File: config.mk
export PLATFORM = sky130hd
export DESIGN_NAME = door_opener_state_tracker_top
export DESIGN_NICKNAME = d
export VERILOG_FILES = /design/src/rtl/dost_pkg.sv /design/src/rtl/dost_in_stage.sv /design/src/rtl/dost_core.sv /design/src/rtl/door_opener_state_tracker_top.sv
export SDC_FILE = /design/constraint.sdc
export NUM_CORES = 1
export LEC_CHECK = 0
export ABC_AREA = 1
export BUFFER_PORTS_ARGS = -buffer_cell sky130_fd_sc_hd__buf_2
export CAP_MARGIN = 0
export CORE_MARGIN = 8
export CORE_UTILIZATION = 55
export CTS_CLUSTER_SIZE = 24
export DETAILED_ROUTE_END_ITERATION = 10
export GPL_ROUTABILITY_DRIVEN = 0
export GPL_TIMING_DRIVEN = 0
export PLACE_DENSITY = 0.72
export SLEW_MARGIN = 20
export SYNTH_ARGS = -nofsm -noshare
export SYNTH_HDL_FRONTEND = slang
export SYNTH_SLANG_ARGS = --single-unit
File: constraint.sdc
create_clock -name clk -period 11.1 [get_ports clk]
set_input_delay 0.555 -clock clk [delete_from_list [all_inputs] [get_ports clk]]
set_output_delay 0.555 -clock clk [all_outputs]
set_load 0.01 [all_outputs]
File: src/rtl/dost_pkg.sv
// ---------------------------------------------------------------------------
// dost_pkg
// Shared types and constants for the door opener state tracker.
// ---------------------------------------------------------------------------
package dost_pkg;

    localparam int unsigned POSITION_FRAC_BITS_DEFAULT = 16;

    localparam int unsigned STEP_WIDTH   = 17;
    localparam int unsigned WINDOW_WIDTH = 24;
    localparam int unsigned CFG_ADDR_W   = 1;
    localparam int unsigned CFG_DATA_W   = 24;
    localparam int unsigned OP_WIDTH     = 4;
    localparam int unsigned PCT_WIDTH    = 7;

    localparam logic [STEP_WIDTH-1:0]   STEP_RESET   = 17'd55;
    localparam logic [WINDOW_WIDTH-1:0] WINDOW_RESET = 24'd6000;
    localparam logic [PCT_WIDTH-1:0]    PERCENT_SCALE = 7'd100;

    // configuration register indexes
    localparam logic [CFG_ADDR_W-1:0] REG_STEP   = 1'd0;
    localparam logic [CFG_ADDR_W-1:0] REG_WINDOW = 1'd1;

    // item opcodes
    localparam logic [OP_WIDTH-1:0] OP_TICK     = 4'd0;
    localparam logic [OP_WIDTH-1:0] OP_WALL_BTN = 4'd1;
    localparam logic [OP_WIDTH-1:0] OP_PAIR_BTN = 4'd2;
    localparam logic [OP_WIDTH-1:0] OP_OBSTRUCT = 4'd3;
    localparam logic [OP_WIDTH-1:0] OP_REED     = 4'd4;
    localparam logic [OP_WIDTH-1:0] OP_OPEN     = 4'd5;
    localparam logic [OP_WIDTH-1:0] OP_CLOSE    = 4'd6;
    localparam logic [OP_WIDTH-1:0] OP_STOP     = 4'd7;
    localparam logic [OP_WIDTH-1:0] OP_TOGGLE   = 4'd8;

    typedef enum logic [2:0] {
        MODE_CLOSED  = 3'd0,
        MODE_OPENING = 3'd1,
        MODE_OPEN    = 3'd2,
        MODE_CLOSING = 3'd3,
        MODE_STOPPED = 3'd4
    } door_mode_t;

    typedef struct packed {
        logic [OP_WIDTH-1:0] op;
        logic                level;
    } item_t;

    // packed so door_state lands in the lowest bits
    typedef struct packed {
        logic                 cmd_status;
        logic                 changed;
        logic                 warn_out;
        logic                 pulse_out;
        logic                 obstructed;
        logic                 pairing_active;
        logic [PCT_WIDTH-1:0] open_percent;
        logic [2:0]           door_state;
    } result_t;

endpackage

File: src/rtl/dost_in_stage.sv
// ---------------------------------------------------------------------------
// dost_in_stage
// Input register: holds one beat until the core consumes it.
// ---------------------------------------------------------------------------
module dost_in_stage (
    input  logic            clk,
    input  logic            rst_n,
    input  logic            in_valid,
    output logic            in_ready,
    input  dost_pkg::item_t in_item,
    output logic            item_valid,
    output dost_pkg::item_t item,
    input  logic            take
);
    import dost_pkg::*;

    logic  valid_reg;
    logic  valid_next;
    item_t item_reg;

    assign in_ready   = !valid_reg || take;
    assign valid_next = in_ready ? in_valid : valid_reg;

    always_ff @(posedge clk or negedge rst_n)
    begin
        if (!rst_n)
        begin
            valid_reg <= 1'b0;
        end
        else
        begin
            valid_reg <= valid_next;
        end
    end

    always_ff @(posedge clk)
    begin
        if (in_ready && in_valid)
        begin
            item_reg <= in_item;
        end
    end

    assign item_valid = valid_reg;
    assign item       = item_reg;

endmodule

File: src/rtl/dost_core.sv
// ---------------------------------------------------------------------------
// dost_core
// Door state registers and the combinational next-state update for one item.
// ---------------------------------------------------------------------------
module dost_core #(
    parameter int unsigned POSITION_FRAC_BITS = dost_pkg::POSITION_FRAC_BITS_DEFAULT
) (
    input  logic                                clk,
    input  logic                                rst_n,
    input  logic                                fire,
    input  dost_pkg::item_t                     item,
    input  logic [dost_pkg::STEP_WIDTH-1:0]     step,
    input  logic [dost_pkg::WINDOW_WIDTH-1:0]   window,
    output dost_pkg::result_t                   result
);
    import dost_pkg::*;

    localparam int unsigned F      = POSITION_FRAC_BITS;
    localparam int unsigned POS_W  = F + 1;
    localparam int unsigned SUM_W  = ((POS_W > STEP_WIDTH) ? POS_W : STEP_WIDTH) + 1;
    localparam int unsigned PROD_W = POS_W + PCT_WIDTH;
    localparam logic [POS_W-1:0]  FULL_POS = {1'b1, {F{1'b0}}};
    localparam logic [PROD_W-1:0] HALF_POS = PROD_W'(1) << (F - 1);

    function automatic logic [PCT_WIDTH-1:0] pct(input logic [POS_W-1:0] p);
        logic [PROD_W-1:0] prod;
        prod = PROD_W'(p) * PROD_W'(PERCENT_SCALE) + HALF_POS;
        return prod[F +: PCT_WIDTH];
    endfunction

    door_mode_t              mode_reg, mode_next;
    logic                    last_open_reg, last_open_next;
    logic [POS_W-1:0]        pos_reg, pos_next;
    logic [WINDOW_WIDTH-1:0] pair_reg, pair_next;
    logic                    blocked_reg, blocked_next;

    logic             can_open, can_close, can_stop;
    logic             tog_open, tog_close;
    logic             req_open, req_close, req_stop;
    logic             pulse, warn, notified, refused;
    logic             tick_note;
    logic [SUM_W-1:0] pos_sum, pos_diff;
    logic [PCT_WIDTH-1:0] pct_before, pct_after;

    assign can_open  = (mode_reg != MODE_OPEN) && (mode_reg != MODE_OPENING);
    assign can_close = (mode_reg != MODE_CLOSED) && (mode_reg != MODE_CLOSING);
    assign can_stop  = (mode_reg == MODE_OPENING) || (mode_reg == MODE_CLOSING);
    assign tog_open  = (mode_reg == MODE_CLOSED) || (mode_reg == MODE_STOPPED && !last_open_reg);
    assign tog_close = (mode_reg == MODE_OPEN) || (mode_reg == MODE_STOPPED && last_open_reg);

    assign pos_sum  = SUM_W'(pos_reg) + SUM_W'(step);
    assign pos_diff = SUM_W'(pos_reg) - SUM_W'(step);

    // open / close / stop requests from commands and toggles
    always_comb
    begin
        req_open  = 1'b0;
        req_close = 1'b0;
        req_stop  = 1'b0;
        refused   = 1'b0;
        unique case (item.op)
            OP_WALL_BTN:
            begin
                req_open  = tog_open;
                req_close = tog_close;
                req_stop  = can_stop;
            end
            OP_OPEN:
            begin
                req_open = 1'b1;
            end
            OP_CLOSE:
            begin
                refused   = blocked_reg;
                req_close = !blocked_reg;
            end
            OP_STOP:
            begin
                req_stop = 1'b1;
            end
            OP_TOGGLE:
            begin
                refused   = blocked_reg && tog_close;
                req_open  = tog_open;
                req_close = tog_close && !blocked_reg;
                req_stop  = can_stop;
            end
            default:
            begin
                refused = 1'b0;
            end
        endcase
    end

    always_comb
    begin
        mode_next      = mode_reg;
        last_open_next = last_open_reg;
        pos_next       = pos_reg;
        pair_next      = pair_reg;
        blocked_next   = blocked_reg;
        pulse          = 1'b0;
        warn           = 1'b0;
        notified       = 1'b0;

        if (req_open && can_open)
        begin
            pulse          = 1'b1;
            mode_next      = MODE_OPENING;
            last_open_next = 1'b1;
            notified       = 1'b1;
        end
        else if (req_close && can_close)
        begin
            pulse          = 1'b1;
            warn           = 1'b1;
            mode_next      = MODE_CLOSING;
            last_open_next = 1'b0;
            notified       = 1'b1;
        end
        else if (req_stop && can_stop)
        begin
            pulse     = 1'b1;
            mode_next = MODE_STOPPED;
            notified  = 1'b1;
        end

        unique case (item.op)
            OP_TICK:
            begin
                if (pair_reg != '0)
                begin
                    pair_next = pair_reg - WINDOW_WIDTH'(1);
                end
                if (mode_reg == MODE_OPENING)
                begin
                    if (pos_sum >= SUM_W'(FULL_POS))
                    begin
                        pos_next  = FULL_POS;
                        mode_next = MODE_OPEN;
                    end
                    else
                    begin
                        pos_next = pos_sum[POS_W-1:0];
                    end
                end
                else if (mode_reg == MODE_CLOSING)
                begin
                    if (blocked_reg)
                    begin
                        mode_next      = MODE_OPENING;
                        last_open_next = 1'b1;
                    end
                    else if (SUM_W'(step) >= SUM_W'(pos_reg))
                    begin
                        pos_next  = '0;
                        mode_next = MODE_CLOSED;
                    end
                    else
                    begin
                        pos_next = pos_diff[POS_W-1:0];
                    end
                end
            end
            OP_PAIR_BTN:
            begin
                pair_next = window;
                notified  = 1'b1;
            end
            OP_OBSTRUCT:
            begin
                blocked_next = item.level;
                notified     = (blocked_reg != item.level);
            end
            OP_REED:
            begin
                if (item.level)
                begin
                    if (mode_reg != MODE_CLOSED || pos_reg != '0)
                    begin
                        mode_next = MODE_CLOSED;
                        pos_next  = '0;
                        notified  = 1'b1;
                    end
                end
                else if (mode_reg == MODE_CLOSED)
                begin
                    mode_next      = MODE_OPENING;
                    last_open_next = 1'b1;
                    notified       = 1'b1;
                end
            end
            default:
            begin
                blocked_next = blocked_reg;
            end
        endcase
    end

    assign pct_before = pct(pos_reg);
    assign pct_after  = pct(pos_next);

    // a tick reports whether the visible status moved
    assign tick_note = (mode_next != mode_reg) || (pct_after != pct_before)
                    || ((pair_next != '0) != (pair_reg != '0));

    always_ff @(posedge clk or negedge rst_n)
    begin
        if (!rst_n)
        begin
            mode_reg      <= MODE_CLOSED;
            last_open_reg <= 1'b0;
            pos_reg       <= '0;
            pair_reg      <= '0;
            blocked_reg   <= 1'b0;
        end
        else if (fire)
        begin
            mode_reg      <= mode_next;
            last_open_reg <= last_open_next;
            pos_reg       <= pos_next;
            pair_reg      <= pair_next;
            blocked_reg   <= blocked_next;
        end
    end

    always_comb
    begin
        result.door_state     = mode_next;
        result.open_percent   = pct_after;
        result.pairing_active = (pair_next != '0);
        result.obstructed     = blocked_next;
        result.pulse_out      = pulse;
        result.warn_out       = warn;
        result.changed        = (item.op == OP_TICK) ? tick_note : notified;
        result.cmd_status     = refused;
    end

endmodule

File: src/rtl/door_opener_state_tracker_top.sv
// ---------------------------------------------------------------------------
// door_opener_state_tracker_top
// Door opener state tracker: stream in events, stream out one status per event.
// ---------------------------------------------------------------------------
// Input beats carry the event code on s_axis_tuser and the sensor level in
// bit 0 of s_axis_tdata. Every input beat yields exactly one output beat on
// m_axis with the door status after the event, the button pulse, the closing
// warning, the changed flag and the command refusal flag.
// From input accept to output valid the beat passes the input register, which
// captures it, and then the result register, which takes the state update
// when the receiver is ready.
// Throughput is one beat per clock while m_axis_tready stays high; the state
// update is a single pass of next-state logic, so back-to-back events are
// tracked without gaps. When the receiver stalls the result register holds
// and the input register absorbs one more beat before s_axis_tready drops.
// Reset clears the door to closed, position 0, pairing window idle, sensor
// clear, and loads step_per_tick = 55 and pairing_window_ticks = 6000.
// Configuration writes (cfg_addr 0 step, 1 window) take effect at once and
// should only be issued while no beat is in flight.
// ---------------------------------------------------------------------------
module door_opener_state_tracker_top #(
    parameter int unsigned POSITION_FRAC_BITS = dost_pkg::POSITION_FRAC_BITS_DEFAULT
) (
    input  logic                              clk,
    input  logic                              rst_n,
    input  logic                              s_axis_tvalid,
    output logic                              s_axis_tready,
    input  logic [7:0]                        s_axis_tdata,  // [0] level
    input  logic [dost_pkg::OP_WIDTH-1:0]     s_axis_tuser,  // [3:0] op
    output logic                              m_axis_tvalid,
    input  logic                              m_axis_tready,
    // [2:0] door_state, [9:3] open_percent, [10] pairing_active, [11] obstructed,
    // [12] pulse_out, [13] warn_out, [14] changed, [15] cmd_status
    output logic [15:0]                       m_axis_tdata,
    input  logic                              cfg_wr_en,
    input  logic [dost_pkg::CFG_ADDR_W-1:0]   cfg_addr,
    input  logic [dost_pkg::CFG_DATA_W-1:0]   cfg_wdata
);
    import dost_pkg::*;

    logic [STEP_WIDTH-1:0]   step_reg;
    logic [WINDOW_WIDTH-1:0] window_reg;

    item_t   in_item, item;
    logic    item_valid;
    logic    out_ready;
    logic    fire;
    result_t result;
    result_t out_reg;
    logic    out_valid_reg, out_valid_next;

    assign in_item.op    = s_axis_tuser;
    assign in_item.level = s_axis_tdata[0];

    assign out_ready = !out_valid_reg || m_axis_tready;
    assign fire      = item_valid && out_ready;

    dost_in_stage u_in_stage (
        .clk        (clk),
        .rst_n      (rst_n),
        .in_valid   (s_axis_tvalid),
        .in_ready   (s_axis_tready),
        .in_item    (in_item),
        .item_valid (item_valid),
        .item       (item),
        .take       (fire)
    );

    dost_core #(
        .POSITION_FRAC_BITS (POSITION_FRAC_BITS)
    ) u_core (
        .clk    (clk),
        .rst_n  (rst_n),
        .fire   (fire),
        .item   (item),
        .step   (step_reg),
        .window (window_reg),
        .result (result)
    );

    always_ff @(posedge clk or negedge rst_n)
    begin
        if (!rst_n)
        begin
            step_reg   <= STEP_RESET;
            window_reg <= WINDOW_RESET;
        end
        else if (cfg_wr_en)
        begin
            unique case (cfg_addr)
                REG_STEP:   step_reg   <= cfg_wdata[STEP_WIDTH-1:0];
                REG_WINDOW: window_reg <= cfg_wdata[WINDOW_WIDTH-1:0];
                default:    step_reg   <= step_reg;
            endcase
        end
    end

    assign out_valid_next = out_ready ? item_valid : out_valid_reg;

    always_ff @(posedge clk or negedge rst_n)
    begin
        if (!rst_n)
        begin
            out_valid_reg <= 1'b0;
        end
        else
        begin
            out_valid_reg <= out_valid_next;
        end
    end

    always_ff @(posedge clk)
    begin
        if (fire)
        begin
            out_reg <= result;
        end
    end

    assign m_axis_tvalid = out_valid_reg;
    assign m_axis_tdata  = out_reg;

endmodule
==> impl_metrics.tcl <==
set metrics [dict create \
    setup_slack_ps 3540 \
    die_area_sq_mm 0.0252 \
    min_path_type "in -> async" \
    fp.dieW_microns 159 \
    cp_slowest_stage_delay_ps 590 \
    syn-instance-count 1529 \
    netlist_area_sq_mm 0.0112 \
    drt_first_pass_iters 5 \
    required_ps 11210 \
    cp.arrival_ps 7670 \
    wire_per_inst_microns 15.5 \
    n_antenna_cell 0 \
    rsz0062_at_grt "no" \
    routed_wl_mm 29.0 \
    num_io_pins 60 \
    layout_commonest_cell "nand2_1" \
    ir_drop_mv 0.115 \
    status "finished, final reports clean" \
    row_count 52 \
    critPathLaunch "step_reg[0]$_DFFE_PN1P_" \
    grt_overflow 0 \
    cap_violations 0 \
    cp-end-kind "register" \
    cts-buffers-inserted 9 \
    maxSlewHeadroom_pct 42.2 \
    crit_type "reg -> reg" \
    r2r_setup_slack_ps 3540 \
    fin_crit_ps 7560 \
    setup_viol 0 \
    yosys.area.top_type_share_pct 17.2 \
    final.setup.tns_ps 0 \
    holdBufCountCts 0 \
    synth_edf_count 21 \
    antenna_found_initial 0 \
    drive_gt1_share_pct 10.6 \
    hold_viol 0 \
    grt_usage_pct 23.3 \
    clock_latency_ps 380 \
    r2r_start "step_reg[0]$_DFFE_PN1P_" \
    antenna_left 0 \
    drt_iter0_markers 971 \
    r2r-end "m_axis_tdata[14]$_DFFE_PP_" \
    cts_setup_buffers 0 \
    vias 10300 \
    synth-async-reset-ratio_pct 80.9 \
    power.total_mw 3.37 \
    syn_to_final_growth_pct 8.49 \
    ys_warn_count 0 \
    clk_path_buf_depth 2 \
    synth_seq_cells 110 \
    cts_max_level 3 \
    fmax_mhz 132 \
    syn-num-nets 1743 \
    grt_pass1_wl_mm 48.9 \
    synth_area_leader_cell "dfrtp_1" \
    cellPowerDensity_mw_per_mm2 277 \
    core_area_sq_mm 0.0201 \
    drv_slew 0 \
    dpl.cell_count 1852 \
    synth_cell_types 57 \
    p_leak_nw 6.46 \
    cts_tree "done" \
    grt_max_degree 70 \
    period_share_pct 68.1 \
    tightest_slew_ps 858 \
    hold_ws_ps 14.2 \
    cts.sinks 110 \
    dp_hpwl_mm 23.7 \
    initial_core_util_pct 55.8 \
    cp_slowest_cell "dfstp_2" \
    endpoint "m_axis_tdata[14]$_DFFE_PP_" \
    finalNonFillerCells 1868 \
    port_buffers 52 \
    final_cell_mix "330 x nand2_1, 251 x inv_1, 148 x ha_1" \
    viasPerCell 5.50 \
    synth-main-ff-cell "dfrtp_1" \
    synth-seq-area-share_pct 25.6 \
    fin_worst_skew_ps 18.8 \
    dp_slack_ps 3630 \
    cp-start-kind "register" \
    syn_avg_cell_area_sq_um 7.33 \
    synth.area.top_cells "dfrtp_1 17%, ha_1 17%, nand2_1 11%, inv_1 8.4%, o21ai_0 5.9%" \
    drc_errors 0 \
    r2r_cells 41 \
    grt_pass1_vias 9946 \
    die_height_microns 159 \
    crit_top_cell "nand2_1" \
    cts_root_buf "clkbuf_16" \
    clk_pin_slew_ps 90 \
    ctsResizeCount 0 \
    fin_nets 1807 \
    crit_fanout 10 \
]
[synthesized netlist by cell type, drive strengths merged (14+ instances only)]
cell / n
a21oi: 63
buf: 21
clkbuf: 18
dfrtp: 77
edfxtp: 21
fa: 24
ha: 148
inv: 265
nand2: 349
nand3: 87
nand4: 14
nor2: 124
nor3: 15
o21ai: 136
xor2: 55
[report_power, final]
group | internal (mW) | leakage [nW] | switching, mW | total (mW)
clock | 0.167 | 0.155 | 0.183 | 0.350
combinational | 0.824 | 4.99 | 1.50 | 2.33
sequential | 0.551 | 1.31 | 0.140 | 0.691
[worst min-delay path by stage]
stage                               start  cells past startpoint                          to  slack [ps]
6_report                            rst_n                      1     step_reg[3]$_DFFE_PN0P_          10
5_1_grt                             rst_n                      1     step_reg[3]$_DFFE_PN0P_          10
4_1_cts                             rst_n                      1     step_reg[3]$_DFFE_PN0P_          10
3_5_place_dp                        rst_n                      1     step_reg[3]$_DFFE_PN0P_         430
3_3_place_gp   window_reg[13]$_DFFE_PN0P_                      2  window_reg[13]$_DFFE_PN0P_         470
2_1_floorplan                       rst_n                      0   m_axis_tvalid$_DFFE_PN0P_         260
[cell families after synthesis]
family                   after synthesis  share of synthesized area (%)
AND/OR/NAND/NOR                      612                           24.1
multiplexers                           7                          0.703
XOR/XNOR                              64                           5.07
AO/OA/AOI/OAI                        260                           13.2
flip-flops                           110                           25.6
buffers and inverters                304                           10.5
adder cells (fa/ha/maj)              172                           20.8
[layout make-up]
| type | instances | area, sq um |
|---|---|---|
| clock buffers | 9 | 225 |
| fillers | 1824 | 7940 |
| multi-input cells | 1115 | 7160 |
| well taps | 270 | 338 |
| clock inverters | 7 | 93.8 |
| plain buffers | 39 | 181 |
| flip-flops and latches | 110 | 2870 |
| inverters | 265 | 995 |
| repair buffers | 53 | 294 |
[critical path: cells and delay by family, from the launching register on]
kind | cells | cell delay [ps]
XOR/XNOR | 2 | 420
flip-flops | 1 | 590
AO/OA/AOI/OAI | 4 | 690
adder cells (fa/ha/maj) | 7 | 2370
AND/OR/NAND/NOR | 23 | 2650
buffers and inverters | 5 | 550
[per-stage QoR]
stage          utilization [%]  instance area [sq um]
5_1_grt                   60.5                  12200
4_1_cts                   60.5                  12200
3_3_place_gp              58.7                  11800
3_5_place_dp              58.9                  11800
6_report                  60.5                  12200
2_1_floorplan                -                  11200
[routing by layer]
metal  track usage (%)  routed length [microns]  vias up
met1              31.9                    13200     4769
met4              6.93                      643        0
met2              36.7                    12600      356
met5                 0                        0        -
li1                  -                        -     5097
met3              4.55                     2500       45
Power figures use the tool's default switching activity.
